--- src/rtl/rgbw_led_wire_bit_encoder_top_assert.svh ---
// assertion macros shared by the encoder top level
`ifndef RGBW_LED_WIRE_BIT_ENCODER_TOP_ASSERT_SVH
`define RGBW_LED_WIRE_BIT_ENCODER_TOP_ASSERT_SVH

// condition must hold at every edge outside reset
`define RGBWENC_ASSERT_ALWAYS(lbl, clk, rst, cond) \
   lbl: assert property (@(posedge clk) disable iff (rst) (cond)) \
      else $error("rgbwenc assertion failed");

// consequent must hold in the cycle after the antecedent
`define RGBWENC_ASSERT_NEXT(lbl, clk, rst, ante, cons) \
   lbl: assert property (@(posedge clk) disable iff (rst) (ante) |=> (cons)) \
      else $error("rgbwenc assertion failed");

`endif

--- src/rtl/rgbwenc_pkg.sv ---
`default_nettype none
package rgbwenc_pkg;

   localparam int CHAN_W     = 8;
   localparam int SLOTS_RGBW = 4 * CHAN_W;
   localparam int SLOTS_RGB  = 3 * CHAN_W;
   localparam int CNT_W      = $clog2(SLOTS_RGBW);
   localparam int CSR_AW     = 3;
   localparam int CSR_DW     = 32;

   localparam logic [CHAN_W-1:0] LOW_DUTY_RST  = 8'd19;
   localparam logic [CHAN_W-1:0] HIGH_DUTY_RST = 8'd38;

   // register index, taken from the word address
   localparam logic [0:0] REG_LOW_DUTY  = 1'b0;
   localparam logic [0:0] REG_HIGH_DUTY = 1'b1;

   typedef struct packed {
      logic load;
      logic shift;
   } ctl_cmd_type;

   typedef struct packed {
      logic last;
   } dp_sts_type;

endpackage
`default_nettype wire

--- src/rtl/rgbwenc_csr.sv ---
`default_nettype none
module rgbwenc_csr
   import rgbwenc_pkg::*;
(
   input  wire logic              clock,
   input  wire logic              reset,
   input  wire logic              csr_psel,
   input  wire logic              csr_penable,
   input  wire logic              csr_pwrite,
   input  wire logic [CSR_AW-1:0] csr_paddr,
   input  wire logic [CSR_DW-1:0] csr_pwdata,
   output logic      [CSR_DW-1:0] csr_prdata,
   output logic                   csr_pready,
   output logic      [CHAN_W-1:0] low_duty,
   output logic      [CHAN_W-1:0] high_duty
);

   logic [CHAN_W-1:0] low_duty_ff, low_duty_in;
   logic [CHAN_W-1:0] high_duty_ff, high_duty_in;
   logic [0:0]        reg_idx;
   logic              wr_en;

   assign csr_pready = 1'b1;
   assign reg_idx    = csr_paddr[2:2];
   assign wr_en      = csr_psel & csr_penable & csr_pwrite & csr_pready;

   always_comb begin
      low_duty_in  = low_duty_ff;
      high_duty_in = high_duty_ff;
      if (wr_en) begin
         case (reg_idx)
            REG_LOW_DUTY:  low_duty_in  = csr_pwdata[CHAN_W-1:0];
            REG_HIGH_DUTY: high_duty_in = csr_pwdata[CHAN_W-1:0];
            default: ;
         endcase
      end
   end

   always_comb begin
      case (reg_idx)
         REG_LOW_DUTY:  csr_prdata = {{(CSR_DW-CHAN_W){1'b0}}, low_duty_ff};
         REG_HIGH_DUTY: csr_prdata = {{(CSR_DW-CHAN_W){1'b0}}, high_duty_ff};
         default:       csr_prdata = '0;
      endcase
   end

   always_ff @(posedge clock) begin
      if (reset) begin
         low_duty_ff  <= LOW_DUTY_RST;
         high_duty_ff <= HIGH_DUTY_RST;
      end else begin
         low_duty_ff  <= low_duty_in;
         high_duty_ff <= high_duty_in;
      end
   end

   assign low_duty  = low_duty_ff;
   assign high_duty = high_duty_ff;

endmodule
`default_nettype wire

--- src/rtl/rgbwenc_dp.sv ---
`default_nettype none
module rgbwenc_dp
   import rgbwenc_pkg::*;
(
   input  wire logic              clock,
   input  wire logic [CHAN_W-1:0] red,
   input  wire logic [CHAN_W-1:0] green,
   input  wire logic [CHAN_W-1:0] blue,
   input  wire logic              is_rgbw,
   input  wire logic [CHAN_W-1:0] low_duty,
   input  wire logic [CHAN_W-1:0] high_duty,
   input  wire ctl_cmd_type       cmd,
   output dp_sts_type             sts,
   output logic      [CHAN_W-1:0] duty,
   output logic                   last_of_led
);

   logic [SLOTS_RGBW-1:0] shift_ff, shift_in;
   logic [CNT_W-1:0]      cnt_ff, cnt_in;
   logic [CHAN_W-1:0]     min_rg, white;
   logic [SLOTS_RGBW-1:0] word;

   // in RGBW mode, white is the smallest colour, taken out of each channel
   always_comb begin
      min_rg = (red < green) ? red : green;
      white  = (blue < min_rg) ? blue : min_rg;
      if (is_rgbw) begin
         word = {green - white, red - white, blue - white, white};
      end else begin
         word = {green, red, blue, {CHAN_W{1'b0}}};
      end
   end

   always_comb begin
      shift_in = shift_ff;
      cnt_in   = cnt_ff;
      if (cmd.load) begin
         shift_in = word;
         cnt_in   = is_rgbw ? CNT_W'(SLOTS_RGBW - 1) : CNT_W'(SLOTS_RGB - 1);
      end else if (cmd.shift) begin
         shift_in = {shift_ff[SLOTS_RGBW-2:0], 1'b0};
         cnt_in   = cnt_ff - 1'b1;
      end
   end

   always_ff @(posedge clock) begin
      shift_ff <= shift_in;
      cnt_ff   <= cnt_in;
   end

   assign last_of_led = (cnt_ff == '0);
   assign sts.last    = last_of_led;
   assign duty        = shift_ff[SLOTS_RGBW-1] ? high_duty : low_duty;

endmodule
`default_nettype wire

--- src/rtl/rgbwenc_ctrl.sv ---
`default_nettype none
module rgbwenc_ctrl
   import rgbwenc_pkg::*;
(
   input  wire logic        clock,
   input  wire logic        reset,
   input  wire logic        req_tvalid,
   output logic             req_tready,
   output logic             rsp_tvalid,
   input  wire logic        rsp_tready,
   input  wire dp_sts_type  sts,
   output ctl_cmd_type      cmd
);

   typedef enum logic {
      ST_IDLE,
      ST_EMIT
   } state_type;

   state_type state_ff;
   logic      ready_ff;
   logic      valid_ff;

   assign cmd.load   = req_tvalid & ready_ff;
   assign cmd.shift  = valid_ff & rsp_tready;
   assign req_tready = ready_ff;
   assign rsp_tvalid = valid_ff;

   always_ff @(posedge clock) begin
      if (reset) begin
         state_ff <= ST_IDLE;
         ready_ff <= 1'b0;
         valid_ff <= 1'b0;
      end else begin
         case (state_ff)
            ST_IDLE: begin
               if (cmd.load) begin
                  state_ff <= ST_EMIT;
                  ready_ff <= 1'b0;
                  valid_ff <= 1'b1;
               end else begin
                  ready_ff <= 1'b1;
               end
            end
            ST_EMIT: begin
               // leave after the final slot of the led is taken
               if (cmd.shift && sts.last) begin
                  state_ff <= ST_IDLE;
                  ready_ff <= 1'b1;
                  valid_ff <= 1'b0;
               end
            end
            default: begin
               state_ff <= ST_IDLE;
               ready_ff <= 1'b0;
               valid_ff <= 1'b0;
            end
         endcase
      end
   end

endmodule
`default_nettype wire

--- src/rtl/rgbw_led_wire_bit_encoder_top.sv ---
// Serializes one LED colour into PWM duty values, one per wire bit, in the
// order green, red, blue, then white for RGBW chips, MSB first per channel;
// a one bit sends high_duty and a zero bit low_duty, and tlast marks the
// final slot, the 24th (RGB) or 32nd (RGBW). An accepted LED is loaded into
// the shift register, which then gives one duty slot per cycle while the
// output is ready and holds on a stall. The next LED is taken the cycle
// after the last slot leaves.
`default_nettype none
module rgbw_led_wire_bit_encoder_top
   import rgbwenc_pkg::*;
(
   input  wire logic              clock,
   input  wire logic              reset,
   input  wire logic              req_tvalid,
   output logic                   req_tready,
   input  wire logic [23:0]       req_tdata,   // red, green, blue
   input  wire logic [0:0]        req_tuser,   // is_rgbw
   output logic                   rsp_tvalid,
   input  wire logic              rsp_tready,
   output logic      [7:0]        rsp_tdata,   // duty
   output logic                   rsp_tlast,
   input  wire logic              csr_psel,
   input  wire logic              csr_penable,
   input  wire logic              csr_pwrite,
   input  wire logic [CSR_AW-1:0] csr_paddr,
   input  wire logic [CSR_DW-1:0] csr_pwdata,
   output logic      [CSR_DW-1:0] csr_prdata,
   output logic                   csr_pready
);

`include "rgbw_led_wire_bit_encoder_top_assert.svh"

   logic [CHAN_W-1:0] low_duty;
   logic [CHAN_W-1:0] high_duty;
   ctl_cmd_type       cmd;
   dp_sts_type        sts;

   rgbwenc_csr u_csr (
      .clock       (clock),
      .reset       (reset),
      .csr_psel    (csr_psel),
      .csr_penable (csr_penable),
      .csr_pwrite  (csr_pwrite),
      .csr_paddr   (csr_paddr),
      .csr_pwdata  (csr_pwdata),
      .csr_prdata  (csr_prdata),
      .csr_pready  (csr_pready),
      .low_duty    (low_duty),
      .high_duty   (high_duty)
   );

   rgbwenc_ctrl u_ctrl (
      .clock      (clock),
      .reset      (reset),
      .req_tvalid (req_tvalid),
      .req_tready (req_tready),
      .rsp_tvalid (rsp_tvalid),
      .rsp_tready (rsp_tready),
      .sts        (sts),
      .cmd        (cmd)
   );

   rgbwenc_dp u_dp (
      .clock       (clock),
      .red         (req_tdata[7:0]),
      .green       (req_tdata[15:8]),
      .blue        (req_tdata[23:16]),
      .is_rgbw     (req_tuser[0]),
      .low_duty    (low_duty),
      .high_duty   (high_duty),
      .cmd         (cmd),
      .sts         (sts),
      .duty        (rsp_tdata),
      .last_of_led (rsp_tlast)
   );

   // input and output sides are never open at once
   `RGBWENC_ASSERT_ALWAYS(a_one_side, clock, reset, !(req_tready && rsp_tvalid))
   // an accepted item starts emitting on the next cycle
   `RGBWENC_ASSERT_NEXT(a_start, clock, reset, req_tvalid && req_tready,
                        rsp_tvalid && !rsp_tlast)
   // after the final slot the output goes quiet and input reopens
   `RGBWENC_ASSERT_NEXT(a_finish, clock, reset, rsp_tvalid && rsp_tready && rsp_tlast,
                        !rsp_tvalid && req_tready)

endmodule
`default_nettype wire

--- config.mk ---
export PLATFORM = sky130hd
export DESIGN_NAME = rgbw_led_wire_bit_encoder_top
export DESIGN_NICKNAME = d
export VERILOG_FILES = /design/src/rtl/rgbwenc_pkg.sv /design/src/rtl/rgbwenc_csr.sv /design/src/rtl/rgbwenc_dp.sv /design/src/rtl/rgbwenc_ctrl.sv /design/src/rtl/rgbw_led_wire_bit_encoder_top.sv
export VERILOG_INCLUDE_DIRS = /design/src /design/src/rtl
export SDC_FILE = /design/constraint.sdc
export NUM_CORES = 1
export LEC_CHECK = 0
export ABC_AREA = 1
export BUFFER_PORTS_ARGS = -buffer_cell sky130_fd_sc_hd__buf_4
export CAP_MARGIN = 5
export CORE_AREA = 2 2 94 96
export DETAILED_ROUTE_END_ITERATION = 16
export DIE_AREA = 0 0 96 98
export GPL_ROUTABILITY_DRIVEN = 0
export PLACE_DENSITY = 0.89
export SLEW_MARGIN = 20
export SYNTH_ARGS = -nofsm -noshare
export SYNTH_HDL_FRONTEND = slang
export SYNTH_SLANG_ARGS = --single-unit
--- constraint.sdc ---
create_clock -name clock -period 6.4 [get_ports clock]
set_clock_uncertainty 0.1 [all_clocks]
set_input_delay 0.32 -clock clock [delete_from_list [all_inputs] [get_ports clock]]
set_output_delay 0.32 -clock clock [all_outputs]
set_load 0.05 [all_outputs]
### Word level (Yosys, flattened, before mapping)

Index checks and enable logic that the tools add are counted.

* register bits after elaboration: 56
* input port bits: 67
* output and inout bits: 44

* add/subtract/negate cells: 4
* magnitude comparators: 2
* equality and inequality tests: 2
* multiplexer cells: 19
* bitwise logic cells: 6
* reduce and logical (&&, ||, !) cells: 6

Operator list (count)
* $mux W32: 3
* $pmux W32 S2: 1
* $mux W8: 3
* $sub A8 B8 Y8: 3
* $lt A8 B8 Y1: 2
* $mux W5: 2
* $mux W1: 6
* $pmux W1 S2: 3
* $reduce_and A2 Y1: 3
* $logic_not A5 Y1: 1
* $sub A5 B1 Y5 const B: 1
* $and A1 B1 Y1: 4
* $mux W4: 1
* $ne A2 B2 Y1 const B: 2
* $not A1 Y1: 2
* $reduce_bool A2 Y1: 1
* $logic_and A1 B1 Y1: 1

### Logic depth before layout (Yosys ltp)

Gate-level depths: netlist of the first run.

* depth in word-level cells: 7
* depth in mapped cells: 34

### Hierarchy

Synthesis of the first run repeated with hierarchy kept, for this count alone.

* cells, all modules: 679
* area, all modules: 4683.2 um^2

Modules (own cells, without submodules)
* rgbwenc_dp: times used 1, cells each 509, area an instance 3543.4 um^2, sequential area each 1111.1 um^2
* rgbwenc_csr: times used 1, cells each 147, area an instance 992.2 um^2, sequential area each 320.3 um^2
* rgbwenc_ctrl: times used 1, cells each 23, area an instance 147.6 um^2, sequential area each 60.1 um^2

### Least setup slack after synthesis of the first run

Ideal clock, no wire load.

* path type: in2reg
* from: input port req_tdata[15]
* to: register u_dp.shift_ff[14] (data pin)
* setup time: 0.252 ns
* arrival: 4.211 ns
* data required time: 6.048 ns
* slack: 1.837 ns
* cell stages on the path: 27
* cell sequence: inv_1 -> ha_1 -> a21oi_1 -> o21a_1 -> nand2_4 -> buf_2 -> o21ai_0 -> inv_1 -> ha_1 -> a21oi_1 -> nor2_1 -> a211oi_2 -> nand2_4 -> buf_6 -> o21ai_0 -> ha_1 -> inv_1 -> ha_1 -> o21bai_1 -> nand3_1 -> nand3_1 -> nand2_1 -> nand2_1 -> nand2_1 -> nand3_1 -> nand2_1 -> nand2_1

* cells in the longest elaborated chain, start to end: 7

RTL lines
* start, declared: RTL line rgbw_led_wire_bit_encoder_top.sv:16 `input wire logic [23:0] req_tdata,`
* $lt A8 B8 Y1: RTL line rgbwenc_dp.sv:25 `min_rg = (red < green) ? red : green;`
* $mux W8 *: RTL line rgbwenc_dp.sv:25
* $lt A8 B8 Y1: RTL line rgbwenc_dp.sv:26 `white = (blue < min_rg) ? blue : min_rg;`
* $mux W8 *: RTL line rgbwenc_dp.sv:26
* via u_dp.white[0]: RTL line rgbwenc_dp.sv:20 `logic [CHAN_W-1:0] min_rg, white;`
* $sub A8 B8 Y8 *: RTL line rgbwenc_dp.sv:28 `word = {green - white, red - white, blue - white, white};`
* $mux W32 *: RTL line rgbwenc_dp.sv:27 `if (is_rgbw) begin`
* $mux W32 *: RTL line rgbwenc_dp.sv:37 `if (cmd.load) begin`
* via u_dp.shift_in[14]: RTL line rgbwenc_dp.sv:18 `logic [SLOTS_RGBW-1:0] shift_ff, shift_in;`
* end signal, assigned: RTL line rgbwenc_dp.sv:47 `shift_ff <= shift_in;`
* end, declared: RTL line rgbwenc_dp.sv:18

Mark *: on every way through the listed nets, which the timed path passes. The rest lies on a longest branch.
A chain may end at the register's enable or synchronous reset.

### Worst setup path after layout of the first run

* from: input port req_tdata[15]
* to: register u_dp.shift_ff[30] (data pin)

Same word-level chain as after synthesis.

==> results of run 1 <==
## path summary, 6_finish.rpt
kind	startpoint	end	slack, ns	cells after the start
worst min register to register	u_csr.low_duty[5]	u_csr.low_duty[5]	0.37	2
worst min-delay path	csr_pwdata[2]	u_csr.high_duty[2]	0.11	3
worst max-delay path	req_tdata[15]	u_dp.shift_ff[30]	1.75	25
worst max register to register	u_ctrl.req_tready	u_dp.shift_ff[7]	3.89	5
## report_power, final
part           switching [mW]  total [mW]  leakage [nW]  internal, mW
Clock                   0.123       0.202        0.0414        0.0783
Combinational           0.367       0.543          2.00         0.176
Sequential             0.0115       0.433         0.504         0.422
## registers in the layout, indices dropped and copies added, names as in the netlist
| name | count |
|---|---|
| u_csr.high_duty | 8 |
| u_csr.low_duty | 8 |
| u_ctrl.req_tready | 1 |
| u_ctrl.rsp_tvalid | 1 |
| u_ctrl.state_ff | 1 |
| u_dp.cnt_ff | 5 |
| u_dp.shift_ff | 32 |
## cell usage in the layout (no fill, tap or decap), drive strengths merged
| master | n |
|---|---|
| a31oi | 2 |
| nand4 | 6 |
| a21oi | 34 |
| inv | 74 |
| clkbuf | 6 |
| nor2 | 48 |
| o21ai | 61 |
| buf | 62 |
| a21boi | 2 |
| o21a | 4 |
| a211oi | 2 |
| or2 | 4 |
| nor3 | 4 |
| o211ai | 1 |
| clkinvlp | 1 |
| clkinv | 3 |
| nand3 | 58 |
| xnor2 | 2 |
| o21bai | 5 |
| conb | 25 |
| nand2 | 221 |
| edfxtp | 37 |
| dfxtp | 19 |
| xor2 | 8 |
| ha | 22 |
## routing by layer
layer	part of all wire, %	GRT usage (%)	up-vias
met5	0	0	-
met4	3.1	8.68	0
met3	7.7	2.70	28
met2	46	39.1	192
met1	43	30.0	1986
li1	-	-	2197
## critical path, cell delays in order
cell      delay [ns]
buf_4           0.11
inv_1           0.10
ha_1            0.25
a21oi_1         0.23
o21a_1          0.29
nand2_4         0.15
o21ai_0         0.28
inv_1           0.11
ha_1            0.31
a21oi_1         0.13
nor2_1          0.06
a211oi_2        0.13
buf_4           0.21
nand2_4         0.16
o21ai_0         0.48
ha_1            0.27
inv_1           0.05
ha_1            0.16
or2_1           0.27
nand3_1         0.15
nand3_1         0.10
nand2_1         0.08
nand3_1         0.08
nand2_1         0.09
nand2_1         0.06
## cell type report
class,instances,share of cell area [%]
Sequential cell,56,29.5
Inverter,76,5.65
Clock buffer,6,1.44
Clock inverter,2,0.322
Multi-Input combinational cell,509,50.8
Tap cell,108,2.68
Timing Repair Buffer,62,9.61
## metrics by stage
| stage | setup WS, ns | cell area, sq um | hold slack, ns | total power, mW | cells |
|---|---|---|---|---|---|
| floorplan | 1.84 | 4590 | 0.292 | 0.862 | 683 |
| CTS | 1.77 | 5020 | 0.106 | 1.17 | 818 |
| detailed placement | 1.45 | 4930 | 0.358 | 0.971 | 810 |
| global placement | 1.60 | 4930 | 0.342 | 0.951 | 810 |
| finish | 1.75 | 5050 | 0.110 | 1.18 | 819 |
| global route | 1.35 | 5050 | 0.108 | 1.26 | 819 |
## synth_stat cells, drive strengths merged (2+ instances only)
library cell	number	share of area, %
conb	2	0.17
o21bai	5	0.83
xor2	8	1.6
clkbuf	13	1.1
buf	29	4.7
a21oi	34	3.8
nand2	221	20
ha	22	6.1
nand4	6	0.83
edfxtp	37	25
or2	4	0.56
xnor2	2	0.39
nor3	4	0.44
nand3	58	6.6
dfxtp	19	8.4
a31oi	2	0.28
o21ai	61	7.0
a211oi	2	0.44
clkinv	2	0.17
o21a	4	0.67
inv	74	6.2
nor2	48	4.3
a21boi	2	0.33
## kinds of logic (layout without fill, tap and decap cells)
family | after synthesis | in the layout | synth area share [%]
AND/OR/NAND/NOR | 341 | 341 | 33.0
buffers and inverters | 118 | 146 | 12.1
AO/OA/AOI/OAI | 111 | 111 | 13.5
flip-flops | 56 | 56 | 33.1
adder cells (fa/ha/maj) | 22 | 22 | 6.11
XOR/XNOR | 10 | 10 | 1.94
other | 2 | 25 | 0.167
==> summary.txt, run 1 <==
Synth
  • Yosys Warn Count: 0
  • Synth Register Bits: 56
  • Post-synth EDFFs: 37
  • Yosys cell types: 37
  • Register area share after synthesis: 33.1%
  • Avg Synthesized Cell Area: 6.83 sq um
  • Synth Instances: 660
  • Main synth FF type: edfxtp_1
  • FFs w/ async S/R, synth: 0%
  • Synthesized cell area: 4510 sq um

GRT
  • Largest net degree at the start of global routing: 55
  • Tot GR Track Use: 23.2%
  • Vias in the first global route: 3977
  • Initial antenna violation count: 0
  • Grt ovf: 0
  • Global-route wire length before repair: 17600 microns

Clock network
  • H-tree levels: 2
  • Resize count post-CTS: 0
  • Longest Clk Path Bufs: 2
  • Root Driver: clkbuf_8
  • Postcts setup bufs: 0
  • TritonCTS Sinks: 56
  • TritonCTS clock tree: done
  • Worst skew pair latency: 0.31 ns
  • CTS Hold Bufs: 0
  • TritonCTS Buffers: 5
  • CTS clk-pin slew, worst paths: 0.10 ns

Floorplanning
  • Die Footprint: 9410 sq um
  • Die Y: 98 microns
  • Die Wd: 96 microns
  • Initial Utilization: 53.2%
  • Core region area: 8470 sq um
  • Core Rows: 34
  • Io pins: 111

Cells and area
  • Fill cell count: 759
  • Area growth syn-to-layout: 12.1%
  • Register area: 1490 sq um
  • Final net count: 799
  • Layout cells sized above 1: 15.0%
  • Final core utilization: 59.7%
  • Multi-input gate area: 2560 sq um
  • Antenna diode count: 0

Detailed routing
  • Routed WL: 10700 microns
  • Vias: 4403
  • Routed wire length per instance: 13.1 microns
  • Router iterations before antenna repair: 12
  • DR vias/cell: 5.38
  • Iter 0 DRT Violations: 327
  • DRT antenna net count: 0
  • Number of remaining DRC errors: 0

Critical path
  • CP required: 6.38 ns
  • Worst Path Arrival: 4.64 ns
  • CP endpoint kind: flip-flop
  • Setup crit start kind: input port
  • Crit path kind: in -> reg
  • Worst-path maximum fanout: 18

STA
  • RSZ-0062 raised after global routing: no
  • Post-route setup TNS: 0 ns
  • Fin crit share: 72.7%
  • Hold Vio Cnt, Final: 0
  • Setup Viol. Count Final: 0
  • Fin crit period: 4.65 ns
  • Slew @ Worst Pin: 0.747 ns
  • Slew Limit Fails: 0
  • Max_slew headroom: 50.2%
  • Fmax: 0.215 GHz

Outcome
  • Status: finished, final reports clean

Power and ir drop
  • Power Density: 233 nW/um^2
  • VDD IR-drop max: 109 uV
  • Leakage: 2.55 nW

Flow run
  • Max-cap violations: 0

Min path
  • Worst min path class: in -> reg

Placed design
  • Hpwl dp: 8120 microns
  • PortBufs: 59
Power figures use the tool's default switching activity.
==> inputs of run 2 (changes only) <==
==> constraint.sdc (replaced) <==
create_clock -name clock -period 4.69 [get_ports clock]
set_clock_uncertainty 0.1 [all_clocks]
set_input_delay 0.2345 -clock clock [delete_from_list [all_inputs] [get_ports clock]]
set_output_delay 0.2345 -clock clock [all_outputs]
set_load 0.05 [all_outputs]
==> summary.txt, run 2 (synthesis gave the netlist of run 1 again) <==
Outcome
  • Status: finished, final reports clean

Detailed routing
  • DR vias/cell: 5.36
  • Met1 wire length: 4730 microns
  • DRT antenna net count: 0
  • Routed wire length per instance: 13.5 microns
  • Routed WL: 11100 microns
  • Vias: 4399
  • Uppermost routed layer: met4
  • Iter 0 DRT Violations: 298
  • Router iterations before antenna repair: 5
  • WL met3: 793 microns
  • Number of remaining DRC errors: 0
  • Routed met2 length: 5330 microns

Critical path
  • Crit path to: u_dp.shift_ff[14]
  • Crit. Startpoint: req_tdata[15]
  • R2R setup slack: 2.25 ns
  • Crit path kind: in -> reg
  • Cells on worst reg2reg path: 7
  • Slowest cell delay on critical path: 0.34 ns
  • Worst Path Arrival: 4.24 ns
  • CP required: 4.69 ns
  • Setup crit start kind: input port
  • Critical path's most frequent cell: nand2_1
  • CP endpoint kind: flip-flop
  • Reg-to-Reg Start: u_ctrl.req_tready
  • Worst path slowest cell: o21ai_1
  • Worst-path maximum fanout: 14
  • Worst r2r dst: u_dp.shift_ff[14]

Cells and area
  • Fill cell count: 784
  • Most frequent cells in the layout: nand2_1, inv_1, buf_4, nand3_1, o21ai_0
  • Fin cells: 821
  • Largest reg by FF count: u_dp.shift_ff
  • Final net count: 801
  • Layout cells sized above 1: 15.3%
  • Area growth syn-to-layout: 12.4%
  • Register area: 1490 sq um
  • Multi-input gate area: 2560 sq um
  • Max FFs per register: 32
  • Commonest non-fill, non-tap cell in the layout: nand2_1
  • Antenna diode count: 0
  • Final core utilization: 59.8%

STA
  • Fin crit period: 4.25 ns
  • Setup Viol. Count Final: 0
  • Hold Vio Cnt, Final: 0
  • Slew @ Worst Pin: 0.726 ns
  • Post-route setup TNS: 0 ns
  • Fin crit share: 90.6%
  • Fmax: 0.235 GHz
  • Hold slack: 0.0273 ns
  • Max_slew headroom: 51.6%
  • RSZ-0062 raised after global routing: no
  • Slew Limit Fails: 0

Placed design
  • Placed cell count: 812
  • PortBufs: 59
  • Hpwl dp: 8430 microns

Clock network
  • TritonCTS Buffers: 5
  • TritonCTS Sinks: 56
  • CTS clk-pin slew, worst paths: 0.11 ns
  • TritonCTS clock tree: done
  • Worst skew pair latency: 0.32 ns
  • Postcts setup bufs: 0
  • Longest Clk Path Bufs: 2
  • Root Driver: clkbuf_8
  • H-tree levels: 2

GRT
  • Grt ovf: 0
  • Largest net degree at the start of global routing: 55
  • Vias in the first global route: 4131
  • Tot GR Track Use: 23.5%
  • Global-route wire length before repair: 17900 microns
  • Initial antenna violation count: 0

Floorplanning
  • Core Rows: 34
  • Io pins: 111
  • Core region area: 8470 sq um
  • Initial Utilization: 53.2%
  • Die Y: 98 microns
  • Die Footprint: 9410 sq um
  • Die Wd: 96 microns

Flow run
  • Max-cap violations: 0

Power and ir drop
  • PnR Total Power: 1.62 mW
  • Leakage: 2.56 nW
  • Power Density: 320 nW/um^2
  • VDD IR-drop max: 168 uV

Min path
  • Worst min path class: in -> reg
-- run 2: cell count changes in the layout (fill, tap and decap cells not counted), sizes merged --
| cell | before | now |
|---|---|---|
| inv | 74 | 75 |
| clkinvlp | 1 | 0 |
| buf | 62 | 64 |
-- run 2: worst max-delay path: cells and delay by family --
kind / cells / cell delay, ns
buffers and inverters: 4 / 0.37
adder cells (fa/ha/maj): 4 / 0.94
AND/OR/NAND/NOR: 11 / 1.02
AO/OA/AOI/OAI: 7 / 1.68
-- run 2: final cells by class --
type | instances | share of cell area [%]
multi-input cells | 509 | 50.6
flip-flops and latches | 56 | 29.4
repair buffers | 64 | 9.88
inverters | 76 | 5.63
well taps | 108 | 2.67
clock buffers | 6 | 1.43
clock inverters | 2 | 0.296
-- run 2: worst min-delay path by stage --
| stage | start | end | slack (ns) | cells after the start |
|---|---|---|---|---|
| floorplan | reset | u_ctrl.state_ff | 0.21 | 1 |
| global placement | u_ctrl.state_ff | u_ctrl.rsp_tvalid | 0.34 | 1 |
| detailed placement | csr_pwdata[1] | u_csr.high_duty[1] | 0.36 | 3 |
| CTS | csr_pwdata[1] | u_csr.high_duty[1] | 0.02 | 3 |
| global route | reset | u_ctrl.state_ff | 0.03 | 2 |
| finish | csr_pwdata[1] | u_csr.high_duty[1] | 0.03 | 3 |
-- run 2: layer usage --
layer | global-route usage [%] | up-vias
li1 | - | 2199
met1 | 29.7 | 1982
met2 | 41.1 | 194
met3 | 3.40 | 24
met4 | 6.59 | 0
met5 | 0 | -
-- run 2: report_power, final --
group	internal [mW]	total [mW]	switching (mW)
sequential	0.576	0.592	0.0167
clock	0.108	0.280	0.173
combinational	0.246	0.748	0.502
-- run 2: what timing repair did --
action,CTS,global route
hold buffers,0,0
resized for setup,0,1
endpoints found under the setup margin,0,4
endpoints found under the hold margin,0,0
-- run 2: through the flow --
stage	setup slack (ns)	instance area (sq um)
3_3_place_gp	0.111	4950
6_report	0.442	5060
3_5_place_dp	0.00285	4950
5_1_grt	0.143	5060
2_1_floorplan	0.213	4590
4_1_cts	0.325	5040
